**config.mk**
```make
export PLATFORM = sky130hd
export DESIGN_NAME = kbw_step
export DESIGN_NICKNAME = d
export VERILOG_FILES = /design/src/rtl/core/kbw_pkg.sv /design/src/rtl/core/kbw_step.sv
export SDC_FILE = /design/constraint.sdc
export NUM_CORES = 2
export LEC_CHECK = 0
export ABC_CLOCK_PERIOD_IN_PS = 4400
export BUFFER_PORTS_ARGS = -buffer_cell sky130_fd_sc_hd__buf_4
export CAP_MARGIN = 40
export CORE_MARGIN = 2
export CORE_UTILIZATION = 55
export CTS_CLUSTER_SIZE = 12
export DETAILED_ROUTE_END_ITERATION = 16
export PLACE_DENSITY = 0.81
export SYNTH_ARGS = -nofsm -noshare
export SYNTH_HDL_FRONTEND = slang
export SYNTH_SLANG_ARGS = --single-unit
```
**constraint.sdc**
```tcl
create_clock -name clk_i -period 4.4 [get_ports clk_i]
set_input_delay 0.66 -clock clk_i [delete_from_list [all_inputs] [get_ports clk_i]]
set_output_delay 0.66 -clock clk_i [all_outputs]
set_load 0.01 [all_outputs]
```
**src/rtl/core/kbw_pkg.sv**
```systemverilog
// ----------------------------------------------------------------------------
// kbw_pkg
// Shared types and constants of the Kaiser-Bessel window evaluator
// (alpha = 2.5 pi): Horner coefficients, reset scale and the stage bundle.
// ----------------------------------------------------------------------------
package kbw_pkg;

  // Number of Horner coefficients (degree 12 polynomial in arg)
  localparam int NUM_COEF = 13;

  // Pipeline depth from accept edge to result strobe:
  // input, scale multiply, square, arg, two per Horner step, output
  localparam int LATENCY = 4 + 2 * (NUM_COEF - 1) + 1;

  // Reset value of the scale register: 1.0 in Q8.24
  localparam logic [31:0] SCALE_RESET = 32'h0100_0000;

  // Window polynomial coefficients, unsigned Q0.32, rounded to nearest.
  // Index k multiplies arg^k.
  localparam logic [31:0] COEF_Q32 [NUM_COEF] = '{
    32'd11514021,
    32'd177560672,
    32'd684552183,
    32'd1172961673,
    32'd1130533954,
    32'd697370181,
    32'd298731241,
    32'd94016555,
    32'd22653960,
    32'd4312994,
    32'd665118,
    32'd84768,
    32'd9078
  };

  // Word carried between Horner stages
  typedef struct packed {
    logic        valid;   // stage holds a word
    logic        in_win;  // position strictly inside the window
    logic [32:0] arg;     // 1 - u^2, Q1.32 (2^32 means 1.0)
    logic [31:0] acc;     // Horner accumulator, Q0.32
  } stage_t;

endpackage

```
**src/rtl/core/kbw_step.sv**
```systemverilog
// ----------------------------------------------------------------------------
// kbw_step
// One Horner step: acc' = min((acc * arg) >> 32 + coef, 2^32 - 1).
// Multiply in the first stage, add and clamp in the second.
// ----------------------------------------------------------------------------
module kbw_step (
  input  logic              clk_i,
  input  logic              rst_ni,
  input  logic [31:0]       coef_i,
  input  kbw_pkg::stage_t   in_i,
  output kbw_pkg::stage_t   out_o
);

  logic [63:0] prod;
  logic [31:0] hi_d, hi_q;
  logic        a_valid_q, a_in_win_q;
  logic [32:0] a_arg_q;
  logic [32:0] sum;
  logic [31:0] acc_d, acc_q;
  logic        b_valid_q, b_in_win_q;
  logic [32:0] b_arg_q;

  // Stage A: product high word; arg == 1.0 passes acc unchanged
  assign prod = {32'd0, in_i.acc} * {32'd0, in_i.arg[31:0]};
  assign hi_d = in_i.arg[32] ? in_i.acc : prod[63:32];

  always_ff @(posedge clk_i or negedge rst_ni) begin
    if (!rst_ni) begin
      a_valid_q <= 1'b0;
      b_valid_q <= 1'b0;
    end else begin
      a_valid_q <= in_i.valid;
      b_valid_q <= a_valid_q;
    end
  end

  always_ff @(posedge clk_i) begin
    a_in_win_q <= in_i.in_win;
    a_arg_q    <= in_i.arg;
    hi_q       <= hi_d;
  end

  // Stage B: add coefficient, clamp to 32 bits
  assign sum   = {1'b0, hi_q} + {1'b0, coef_i};
  assign acc_d = sum[32] ? 32'hFFFF_FFFF : sum[31:0];

  always_ff @(posedge clk_i) begin
    b_in_win_q <= a_in_win_q;
    b_arg_q    <= a_arg_q;
    acc_q      <= acc_d;
  end

  assign out_o.valid  = b_valid_q;
  assign out_o.in_win = b_in_win_q;
  assign out_o.arg    = b_arg_q;
  assign out_o.acc    = acc_q;

endmodule

```
# Yosys cells after proc, flatten, opt, wreduce, memory -nomap -nowiden
# Cells that the tools add are included.
# op_classes
order_cmp	0
n_mul	1
bitwise	0
div_mod_pow	0
n_mux	1
shifts	0
reduce_logical	0
eq_ne	0
add_sub_neg	1
# ops
op	n
$mul 32x32->64	1
$add 32x32->33	1
$mux 32	1
# word_totals
latchBits	0
inputBits	101
mem_bits_rw	0
memories	0
output_inout_bits	67
register_bits	134
rom_bits	0

# Depth between registers and ports, before layout
# logic_depth
word_depth	2
depth_mapped	28

# Worst setup path before layout
# No wires, ideal clock.
# synth_timing
path_type	in2reg
start	input port in_i[42] (netlist name)
end	register hi_q[31]
setup_time_ns	0.132
slack_ns	-3.173
cell_stages	23
t_required_ns	4.268
t_arrival_ns	7.441
path_cell_list	clkbuf_1 -> and2_1 -> fa_1 -> fa_1 -> inv_1 -> fa_1 -> fa_1 -> fa_1 -> inv_1 -> fa_1 -> fa_1 -> fa_1 -> ha_1 -> and3_1 -> and4_1 -> nand4_1 -> a2111oi_0 -> or4_1 -> a211o_1 -> a311oi_2 -> o21ai_1 -> nor4b_1 -> a211oi_1
# synth_via
elab_chain_len	2
# synth_lines
item	line_no	text
start, declared	kbw_step.sv:10	input kbw_pkg::stage_t in_i,
$mul 32x32->64	kbw_step.sv:24	assign prod = {32'd0, in_i.acc} * {32'd0, in_i.arg[31:0]};
$mux 32	kbw_step.sv:25	assign hi_d = in_i.arg[32] ? in_i.acc : prod[63:32];
net hi_d[31]	kbw_step.sv:15	logic [31:0] hi_d, hi_q;
end signal, assigned	kbw_step.sv:40	hi_q <= hi_d;
end, declared	kbw_step.sv:15	
# The timed path passes the listed nets, and every way through them passes these cells.
# A chain may end at the register's enable or synchronous reset.

# Worst setup path in the final report
# layout_timing
start	input port in_i[16] (netlist name)
end	register hi_q[31]
# The elaborated chain is that of the path after synthesis.

==> out/results.ini <==
[status]
status = complete, but fails checks
violations = setup timing

[floorplanning]
die_h_um = 264
coreArea_um2 = 67200
start_util_pct = 55.5
die-area_um2 = 69900
ios = 168
die_w_um = 264
row_count = 95

[worst_setup_path]
crit_path_start_kind = primary input
crit_slowest_cell = fa_1
endpoint_kind = flop
max_stage_delay_ns = 0.60
worst-path-buf-inv = 4
cpMostUsedCell = fa_1
arrival_ns = 7.73
criticalPathCategory = in -> reg
critPathTopFamily = adder cells
cp.required_ns = 4.76
crit_chain = buf_16 -> buf_12 -> and2_4 -> fa_1 -> fa_2 -> fa_1 -> inv_2 -> fa_1 -> inv_2 -> fa_1 -> fa_1 -> fa_1 -> fa_2 -> ha_4 -> a21o_1 -> a21o_1 -> a21oi_2 -> nor2_2 -> or4_4 -> a211o_4 -> a311oi_4 -> o21ai_2 -> nor4b_2 -> a211oi_1
crit_fanout = 8

[sta]
layout_setup_ws_ns = -2.97
min_period_ns = 7.37
fmax_mhz = 136
final-setup-viol-count = 32
fin_skew_ns = 0.0309
finalCritPeriodShare_pct = 167
report.final.slew_viol_count = 0
slew-limit-headroom_pct = 46.9
rsz0062_at_grt = yes
hold_viol = 0
max_slew.worst_pin.slew_ns = 0.796

[grt]
grt_pass1_vias = 32600
grt_first_pass_wirelength_mm = 170
grt_max_degree = 72
grt_usage_pct = 31.5
grt_overflow = 0
antenna_found_initial = 1

[synth]
synth_cell_type_count = 69
ys_seq_elements = 134
synth_area_leaders = fa_1 (48%), and2_1 (9.9%), ha_1 (9.8%)
ys_warn_count = 0
synth_top_area_share_pct = 48.1
synthArstFlopShare_pct = 1.49
yosysSeqAreaShare_pct = 7.22
synth_edf_count = 0
syn_inst = 4013
syn_nets = 5302
synthFlopType = dfxtp_1
yosys.area.top_type = fa_1
syn_avg_cell_area_um2 = 9.29
synth_area_um2 = 37300

[final_layout]
nets = 5688
final_common_cell = inv_1
fin_cells = 5285
finish.utilization_pct = 66.2
drive_gt1_share_pct = 19.3
area_growth_pct = 19.2
final_cell_mix = inv_1 (849), fa_1 (842), and2_1 (542)

[place]
routabilityCongestion = 0.968
dp_hpwl_mm = 85.8
place_inst = 5213
io_buffers = 167

[clocking]
cts_tree = built
worstSkewPairLatency_ns = 0.51
cts.clk_slew.worst_paths_ns = 0.06
cts_num_sinks = 134
cts_root_buffer = clkbuf_16
htree_levels = 4
clock_path_buffers = 2
cts_made_buffers = 17

[route]
wl_per_cell_um = 20.2
vias = 29300
vias_per_cell = 5.54
final_antenna_net_count = 0
first_iter_violations = 2123
drc = 0
wl_mm = 107
dr.pass1.iters = 8

[hold_path]
hold_class = in -> reg

[flow_run]
cap_violations = 0

==> per-stage QoR <==
step                hold slack [ns]  setup slack [ns]  cell area [um2]  setup TNS, ns
finish                        0.279             -2.97            44400         -86.24
global route                  0.261             -3.11            44400         -91.34
CTS                           0.240             -2.87            43700         -83.17
detailed placement            0.313             -3.62            42100        -104.96
global placement              0.310             -3.52            42100        -102.74
floorplan                     0.310             -2.99            37900         -80.51
==> metal layers <==
| layer | up-vias | routed length (um) | global-route usage [%] |
|---|---|---|---|
| li1 | 12600 | - | - |
| met1 | 14800 | 38000 | 36.9 |
| met2 | 1417 | 53200 | 54.2 |
| met3 | 442 | 7800 | 4.93 |
| met4 | 0 | 7490 | 20.0 |
| met5 | - | 0 | 0 |
==> cells in the mapped netlist, types with 23 or more instances <==
cell	number
o21ai_0	66
dfxtp_1	132
a21oi_1	72
xnor2_1	36
and2_1	590
nand4_1	23
inv_1	874
clkbuf_1	213
nor2_1	32
ha_1	292
fa_1	896
a21o_1	51
nand2_1	527
==> worst register-to-register path: stages (launching register included) <==
cell	delay, ns
dfxtp_1	0.36
ha_1	0.18
inv_1	0.06
fa_1	0.38
nor2b_1	0.17
o21ai_1	0.10
a21boi_0	0.22
o21ai_0	0.15
a21oi_1	0.38
a221oi_1	0.24
o21ai_0	0.66
a41oi_1	0.24
xor2_1	0.18
nand2_1	0.07
==> registers in the layout, indices dropped and copies added, names as in the netlist <==
| signal | count |
|---|---|
| a_valid_q | 1 |
| a_in_win_q | 1 |
| hi_q | 32 |
| acc_q | 32 |
| b_valid_q | 1 |
| b_arg_q | 33 |
| a_arg_q | 33 |
| b_in_win_q | 1 |
==> what timing repair did <==
item,4_1_cts,5_1_grt
setup buffers,20,16
hold endpoints to repair,2,0
resized for setup,195,126
hold buffers,1,0
setup endpoints to repair,32,32
cloned,2,3
pin swaps,118,65
==> final timing paths <==
path / to / from / cells after the start / slack [ns]
hold / removal: a_in_win_q / in_i[65] / 1 / 0.28
setup / recovery: hi_q[31] / in_i[16] / 24 / -2.97
hold reg to reg: b_arg_q[8] / a_arg_q[8] / 0 / 0.30
max in group asynchronous: b_valid_q / rst_ni / 2 / 3.82
setup reg to reg: acc_q[18] / hi_q[0] / 13 / 0.91
min in group asynchronous: a_valid_q / rst_ni / 2 / 0.49
==> kinds of logic after synthesis <==
group / Yosys count / share of synthesized area, %
AOI/OAI and AO/OA: 296 / 5.29
xor gates and xnor gates: 57 / 1.34
adders and majority gates: 1188 / 57.9
buffers and inverters: 1094 / 11.1
DFF: 134 / 7.22
muxes: 2 / 0.0571
and+or+nand+nor: 1242 / 17.1
==> layout make-up <==
cell class	count	area, um2
fill	4857	22700
inverter	874	3280
multi-input combinational	2785	31500
sequential	134	2690
clock inverter	13	150
clock buffer	17	425
antenna	2	5.00
tap	873	1090
timing repair buffer	587	5250
Power is not shown: default switching activity piles up to over one toggle a cycle in this logic, so the estimate is an artifact.
