--- src/rtl/core/kbw_pkg.sv ---
// ----------------------------------------------------------------------------
// kbw_pkg
// Shared types and constants of the Kaiser-Bessel window evaluator
// (alpha = 2.5 pi): Horner coefficients, reset scale and the stage bundle.
// ----------------------------------------------------------------------------
package kbw_pkg;

  // Number of Horner coefficients (degree 12 polynomial in arg)
  localparam int NUM_COEF = 13;

  // Pipeline depth from accept edge to result strobe:
  // input, scale multiply, square, arg, two per Horner step, output
  localparam int LATENCY = 4 + 2 * (NUM_COEF - 1) + 1;

  // Reset value of the scale register: 1.0 in Q8.24
  localparam logic [31:0] SCALE_RESET = 32'h0100_0000;

  // Window polynomial coefficients, unsigned Q0.32, rounded to nearest.
  // Index k multiplies arg^k.
  localparam logic [31:0] COEF_Q32 [NUM_COEF] = '{
    32'd11514021,
    32'd177560672,
    32'd684552183,
    32'd1172961673,
    32'd1130533954,
    32'd697370181,
    32'd298731241,
    32'd94016555,
    32'd22653960,
    32'd4312994,
    32'd665118,
    32'd84768,
    32'd9078
  };

  // Word carried between Horner stages
  typedef struct packed {
    logic        valid;   // stage holds a word
    logic        in_win;  // position strictly inside the window
    logic [32:0] arg;     // 1 - u^2, Q1.32 (2^32 means 1.0)
    logic [31:0] acc;     // Horner accumulator, Q0.32
  } stage_t;

endpackage

--- src/rtl/core/kbw_front.sv ---
// ----------------------------------------------------------------------------
// kbw_front
// Front end: magnitude of the position, scaling by 2/W, window test,
// square and arg = 1 - u^2. Four register stages, one word per cycle.
// ----------------------------------------------------------------------------
module kbw_front (
  input  logic                clk_i,
  input  logic                rst_ni,
  input  logic                in_valid_i,
  input  logic signed [31:0]  position_i,
  input  logic [31:0]         scale_i,
  output kbw_pkg::stage_t     out_o
);

  logic        v1_q, v2_q, v3_q, v4_q;
  logic [31:0] mag_d, mag_q;
  logic [63:0] m_d;
  logic        out2_q, out3_q, out4_q;
  logic [31:0] u2_q;
  logic [63:0] sq_full;
  logic [31:0] sq3_q;
  logic [32:0] arg_d, arg4_q;

  // Valid bits
  always_ff @(posedge clk_i or negedge rst_ni) begin
    if (!rst_ni) begin
      v1_q <= 1'b0;
      v2_q <= 1'b0;
      v3_q <= 1'b0;
      v4_q <= 1'b0;
    end else begin
      v1_q <= in_valid_i;
      v2_q <= v1_q;
      v3_q <= v2_q;
      v4_q <= v3_q;
    end
  end

  // Stage 1: magnitude; the most negative value wraps to 2^31 exactly
  assign mag_d = position_i[31] ? (~position_i + 32'd1) : position_i;

  always_ff @(posedge clk_i) begin
    mag_q <= mag_d;
  end

  // Stage 2: m = |x| * scale, Q24.40; outside when m >= 1.0
  assign m_d = {32'd0, mag_q} * {32'd0, scale_i};

  always_ff @(posedge clk_i) begin
    out2_q <= |m_d[63:40];
    u2_q   <= m_d[39:8];
  end

  // Stage 3: u^2, Q0.32 truncated
  assign sq_full = {32'd0, u2_q} * {32'd0, u2_q};

  always_ff @(posedge clk_i) begin
    out3_q <= out2_q;
    sq3_q  <= sq_full[63:32];
  end

  // Stage 4: arg = 1 - u^2
  assign arg_d = 33'h1_0000_0000 - {1'b0, sq3_q};

  always_ff @(posedge clk_i) begin
    out4_q <= out3_q;
    arg4_q <= arg_d;
  end

  // Horner starts from the top coefficient
  assign out_o.valid  = v4_q;
  assign out_o.in_win = ~out4_q;
  assign out_o.arg    = arg4_q;
  assign out_o.acc    = kbw_pkg::COEF_Q32[kbw_pkg::NUM_COEF-1];

endmodule

--- config.mk ---
export PLATFORM = sky130hd
export DESIGN_NAME = kbw_front
export DESIGN_NICKNAME = d
export VERILOG_FILES = /design/src/rtl/core/kbw_pkg.sv /design/src/rtl/core/kbw_front.sv
export SDC_FILE = /design/constraint.sdc
export NUM_CORES = 2
export LEC_CHECK = 0
export BUFFER_PORTS_ARGS = -buffer_cell sky130_fd_sc_hd__buf_2
export CORE_ASPECT_RATIO = 0.6
export CORE_MARGIN = 4
export CORE_UTILIZATION = 55
export CTS_BUF_LIST = sky130_fd_sc_hd__clkbuf_8 sky130_fd_sc_hd__clkbuf_16
export DETAILED_ROUTE_END_ITERATION = 12
export GPL_ROUTABILITY_DRIVEN = 0
export PLACE_DENSITY = 0.77
export SLEW_MARGIN = 20
export SYNTH_ARGS = -nofsm -noshare
export SYNTH_HDL_FRONTEND = slang
export SYNTH_SLANG_ARGS = --single-unit
export TNS_END_PERCENT = 30
--- constraint.sdc ---
create_clock -name clk_i -period 10.2 [get_ports clk_i]
set_input_delay 1.53 -clock clk_i [delete_from_list [all_inputs] [get_ports clk_i]]
set_output_delay 1.53 -clock clk_i [all_outputs]
set_load 0.02 [all_outputs]
# Word-level counts from Yosys, hierarchy flattened
# Index checks and enable logic that the tools add are counted.
dict set report word_totals {
  out_inout_bits 67
  elab_cells 20
  input_bits 67
  reg_bits 136
}
dict set report classes {
  n_addsub 2
  n_bitwise 2
  multipliers 2
  mux 1
  reduce_logical 1
}
# operator n
set op_table {}
lappend op_table {{multiplier 32 x 32 -> 64 bit} 2}
lappend op_table {{subtractor 33 x 32 -> 33 bit (first input constant)} 1}
lappend op_table {{adder 32 x 1 -> 32 bit (second input constant)} 1}
lappend op_table {{inverter 32 bit} 1}
lappend op_table {{2-to-1 mux 31 bit} 1}
lappend op_table {{OR reduction 24 bit} 1}
lappend op_table {{inverter 1 bit} 1}

# Longest topological paths before layout
dict set report logic_depth {
  ltp_word 3
  depth_mapped 32
  ltp_nobuf 30
}

# Worst setup path before layout
# Ideal clock, no wire load.
dict set report synth_path {
  path_kind {in2reg}
  start {input scale_i[8]}
  end {register out2_q}
  stages 27
  setup_time_ps 134
  path_slack_ps 878
  arrival_time_ps 9188
  t_required_ps 10066
  path_cell_list {clkbuf_1 nand2_1 fa_1 inv_1 fa_1 inv_1 fa_1 inv_1 fa_1 fa_1 fa_1 fa_1 inv_1 fa_1 inv_1 ha_1 and2_2 nand3_4 or4_1 or4b_1 o211a_2 nor4_4 mux2_1 o2111ai_1 nor4_1 nand3_1 or4_1}
}
dict set report synth_via {
  elab_chain_cells 2
}
# item line_no
set synth_rtl {}
lappend synth_rtl {{from (decl)} kbw_front.sv:11} ;# input logic [31:0] scale_i,
lappend synth_rtl {{multiplier 32 x 32 -> 64 bit} kbw_front.sv:47} ;# assign m_d = {32'd0, mag_q} * {32'd0, scale_i};
lappend synth_rtl {{OR reduction 24 bit} kbw_front.sv:50} ;# out2_q <= |m_d[63:40];
lappend synth_rtl {{to (signal assigned)} kbw_front.sv:50}
lappend synth_rtl {{to (decl)} kbw_front.sv:18} ;# logic out2_q, out3_q, out4_q;
# Every way passes these cells.
# A chain may end at the register's enable or synchronous reset.

# Final worst setup path
dict set report layout_path {
  start {register u2_q[3]}
  end {register sq3_q[27]}
}
dict set report layout_via {
  elab_chain_cells 1
}
# item line_no
set layout_rtl {}
lappend layout_rtl {{from (decl)} kbw_front.sv:19} ;# logic [31:0] u2_q;
lappend layout_rtl {{from (signal assigned)} kbw_front.sv:51} ;# u2_q <= m_d[39:8];
lappend layout_rtl {{multiplier 32 x 32 -> 64 bit} kbw_front.sv:55} ;# assign sq_full = {32'd0, u2_q} * {32'd0, u2_q};
lappend layout_rtl {{net sq_full[59]} kbw_front.sv:20} ;# logic [63:0] sq_full;
lappend layout_rtl {{to (signal assigned)} kbw_front.sv:59} ;# sq3_q <= sq_full[63:32];
lappend layout_rtl {{to (decl)} kbw_front.sv:21} ;# logic [31:0] sq3_q;
# The timed path passes the listed nets, and every way through them passes these cells.

==> out/results.env <==
MULTIINPUTGATEAREA_UM2=54350
SYNTH_TOP_CELL_AREA_SHARE_PCT=51.96
SYNTH.AVG_CELL_AREA_UM2=9.283
CTS.HOLD.BUFFERS_ADDED=0
CTS-ROOT-BUF='clkbuf_16'
SETUP-VIOLATIONS-FINAL=0
END_KIND='flip-flop'
AVGVIACOUNTPERCELL=5.574
DIE_AREA_UM2=124900
FINALHOLDVIOLCOUNT=0
LAYOUT-DRIVE-GT1-SHARE_PCT=4.227
POST_LAYOUT_MIN_PERIOD_PS=10070
YS_SEQ_AREA_SHARE_PCT=4.185
CRITICAL-PATH-TOP-CELL-BY-COUNT='fa_1'
GRT_FIRST_PASS_WIRELENGTH_UM=302000
DP_HPWL_UM=159900
GRT_START_MAX_NET_PINS=34
EDFF_COUNT_SYNTH=0
TIMING.HOLD.WS_PS=333.3
REGISTER_BIT_COUNT_REPORTED_BY_YOSYS=136
TIMING.FINAL.CRIT_SHARE_PCT=98.69
NETLIST-CELL-TYPE-COUNT=74
YOSYSWARNINGS=0
SLEW_VIOL_FINAL=0
NETS=9290
CTS.HTREE.LEVELS=4
DIE_X_UM=453.6
BUFFER_PORTS.INSERTED=101
WORST_PATH_MAX_DELAY_CELL='dfxtp_1'
FIRST_GLOBAL_VIAS=52020
TIMING.MAX_CAP.VIOLATIONS=0
GRT_OVERFLOW_TOTAL=0
ANTENNA_FOUND_INITIAL=6
TRITONCTS='yes'
PRE_ANTENNA_DRT_ITERS=7
NUMCTSBUFFERS=17
SYNTHDOMINANTAREACELLTYPE='fa_1'
VIAS=47880
CLK_LATENCY_PS=520
SYNTH_TOP_CELLS_BY_COUNT='inv_1 (1889), fa_1 (1701), and2_1 (822), nand2_1 (753), ha_1 (533)'
POSTROUTEWIRELENGTH_UM=190600
CP-START-KIND='flip-flop'
CRIT_FANOUT=13
TIMING.SETUP.CRITICAL_PATH_CLASS='reg2reg'
CLKSLEWWORSTSETUPHOLDPATHS_PS=70
DRC=0
ROUTEDWLPERCELL_UM=22.19
SYNTH_AREA_LEADERS='fa_1 (52%), inv_1 (11%), ha_1 (10%)'
SYNTH_AREA_UM2=65530
ROWS=97
UNREPAIRED_SETUP_ENDPOINTS_AFTER_GLOBAL_ROUTING='false'
COREAREA_UM2=117500
CLOCK_SINKS=136
PEAK_CLOCK_FREQUENCY_SUPPORTED_BY_TIMING_GHz=0.09935
POST-SYNTH-TOP-COUNT-CELL='inv_1'
FINALCLOCKSKEW_PS=20.76
TIGHTEST_SLEW_PS=1122
INITIAL_CORE_UTIL_PCT=55.78
FINAL_CORE_UTIL_PCT=58.13
DETAIL_ROUTE.ITER0.VIOLATIONS=5350
FIN_SETUP_TNS_PS=0
SLEW_HEADROOM_PCT=25.13
BOUNDARYPINS=134
WORSTPATHREQUIRED_PS=10600
POSTSYNTH.TOPFLOPCELL='dfxtp_1'
RUN_STATUS='finished, final reports clean'
ASYNC_FLOP_SHARE_PCT=2.941
HOLD_PATH_CLASS='reg2reg'
CTS_BUFFER_DEPTH=2
FILLERS=9986
ANTENNA_LEFT=0
DIE_Y_UM=275.4
SYN2LAYOUT_AREA_GROWTH_PCT=4.214
CRITPATHARRIVALTIME_PS=10470
GR-USAGE-ALL-LAYERS_PCT=31.85
CRITICAL-PATH-MAX-STAGE-DELAY_PS=920
SYN-INSTANCE-COUNT=7059
REGAREA_UM2=2754
-- logic make-up after synthesis --
logic type               after synthesis  share of synthesized area, %
AO/OA/AOI/OAI                        390                         3.779
XOR/XNOR                             152                         2.032
adder cells (fa/ha/maj)             2234                         62.14
buffers and inverters               2244                         13.06
flip-flops                           136                         4.185
multiplexers                           6                        0.1012
other                                  2                       0.01146
AND/OR/NAND/NOR                     1895                         14.69
-- worst max-delay path, delay by kind of cell, from the launching register on --
family	cells	cell delay, ps
AOI/OAI and AO/OA	8	2750
xor gates and xnor gates	1	130
adders and majority gates	9	4510
buffers and inverters	9	790
DFF	1	920
and+or+nand+nor	3	860
-- final timing paths --
kind	from	end	depth (start not counted)	slack, ps
max in group asynchronous	rst_ni	v1_q	1	9280
hold / removal	out3_q	out4_q	0	330
setup reg to reg	u2_q[3]	sq3_q[27]	30	130
hold reg to reg	out3_q	out4_q	0	330
setup / recovery	u2_q[3]	sq3_q[27]	30	130
min in group asynchronous	rst_ni	v3_q	1	800
-- placed cells by master (no fill, tap or decap), drive strengths merged, types with 8 or more instances in the layout --
cell type and instances:
and3 10, xor2 41, o31ai 12, nor4 13, o21ai 80, nor2b 22, nand2 753, a31oi 10
or4 11, nand3 26, conb 32, buf 230, dfxtp 132, clkinv 9, xnor2 111, fa 1701
and2 823, nand4 29, nor2 146, o21a 8, nor3 20, or3 11, o21bai 24, a211oi 12
inv 1901, a21oi 129, clkbuf 17, ha 533, a21o 48, nand2b 10
-- area by class of cell --
cell class | count | share of cell area, %
Sequential cell | 136 | 4.033
Timing Repair Buffer | 230 | 2.177
Multi-Input combinational cell | 4709 | 79.58
Tap cell | 1584 | 2.902
Inverter | 1895 | 10.42
Clock inverter | 15 | 0.2583
Antenna cell | 3 | 0.01099
Clock buffer | 17 | 0.6229
-- registers in the layout (all words and copies together) (netlist names) --
signal,flops
v1_q,1
mag_q,32
out2_q,1
v3_q,1
v4_q,1
arg4_q,33
out3_q,1
out4_q,1
u2_q,32
v2_q,1
sq3_q,32
-- stage by stage --
| stage | cell area, um2 | cells | worst slack [ps] |
|---|---|---|---|
| after CTS | 68280 | 8586 | 303.4 |
| final | 68290 | 8589 | 134.1 |
| after global placement | 67680 | 8554 | 419.5 |
| after floorplan | 65640 | 7089 | 878.2 |
| after detailed placement | 67680 | 8554 | 165.8 |
| after global routing | 68290 | 8588 | 15.47 |
-- per-layer routing --
metal  global-route usage [%]  routed length, um  vias to the layer above
met1                    46.89              78900                    24090
met4                    6.543               4352                        8
li1                         -                  -                    20130
met2                    42.07              73060                     3321
met3                    15.76              34030                      331
met5                    1.220                233                        -
-- repair_timing --
item	in CTS	in global routing
setup endpoints to repair	0	1
setup buffers	0	0
gates resized for setup	0	3
Power is not shown: default switching activity piles up to over one toggle a cycle in this logic, so the estimate is an artifact.
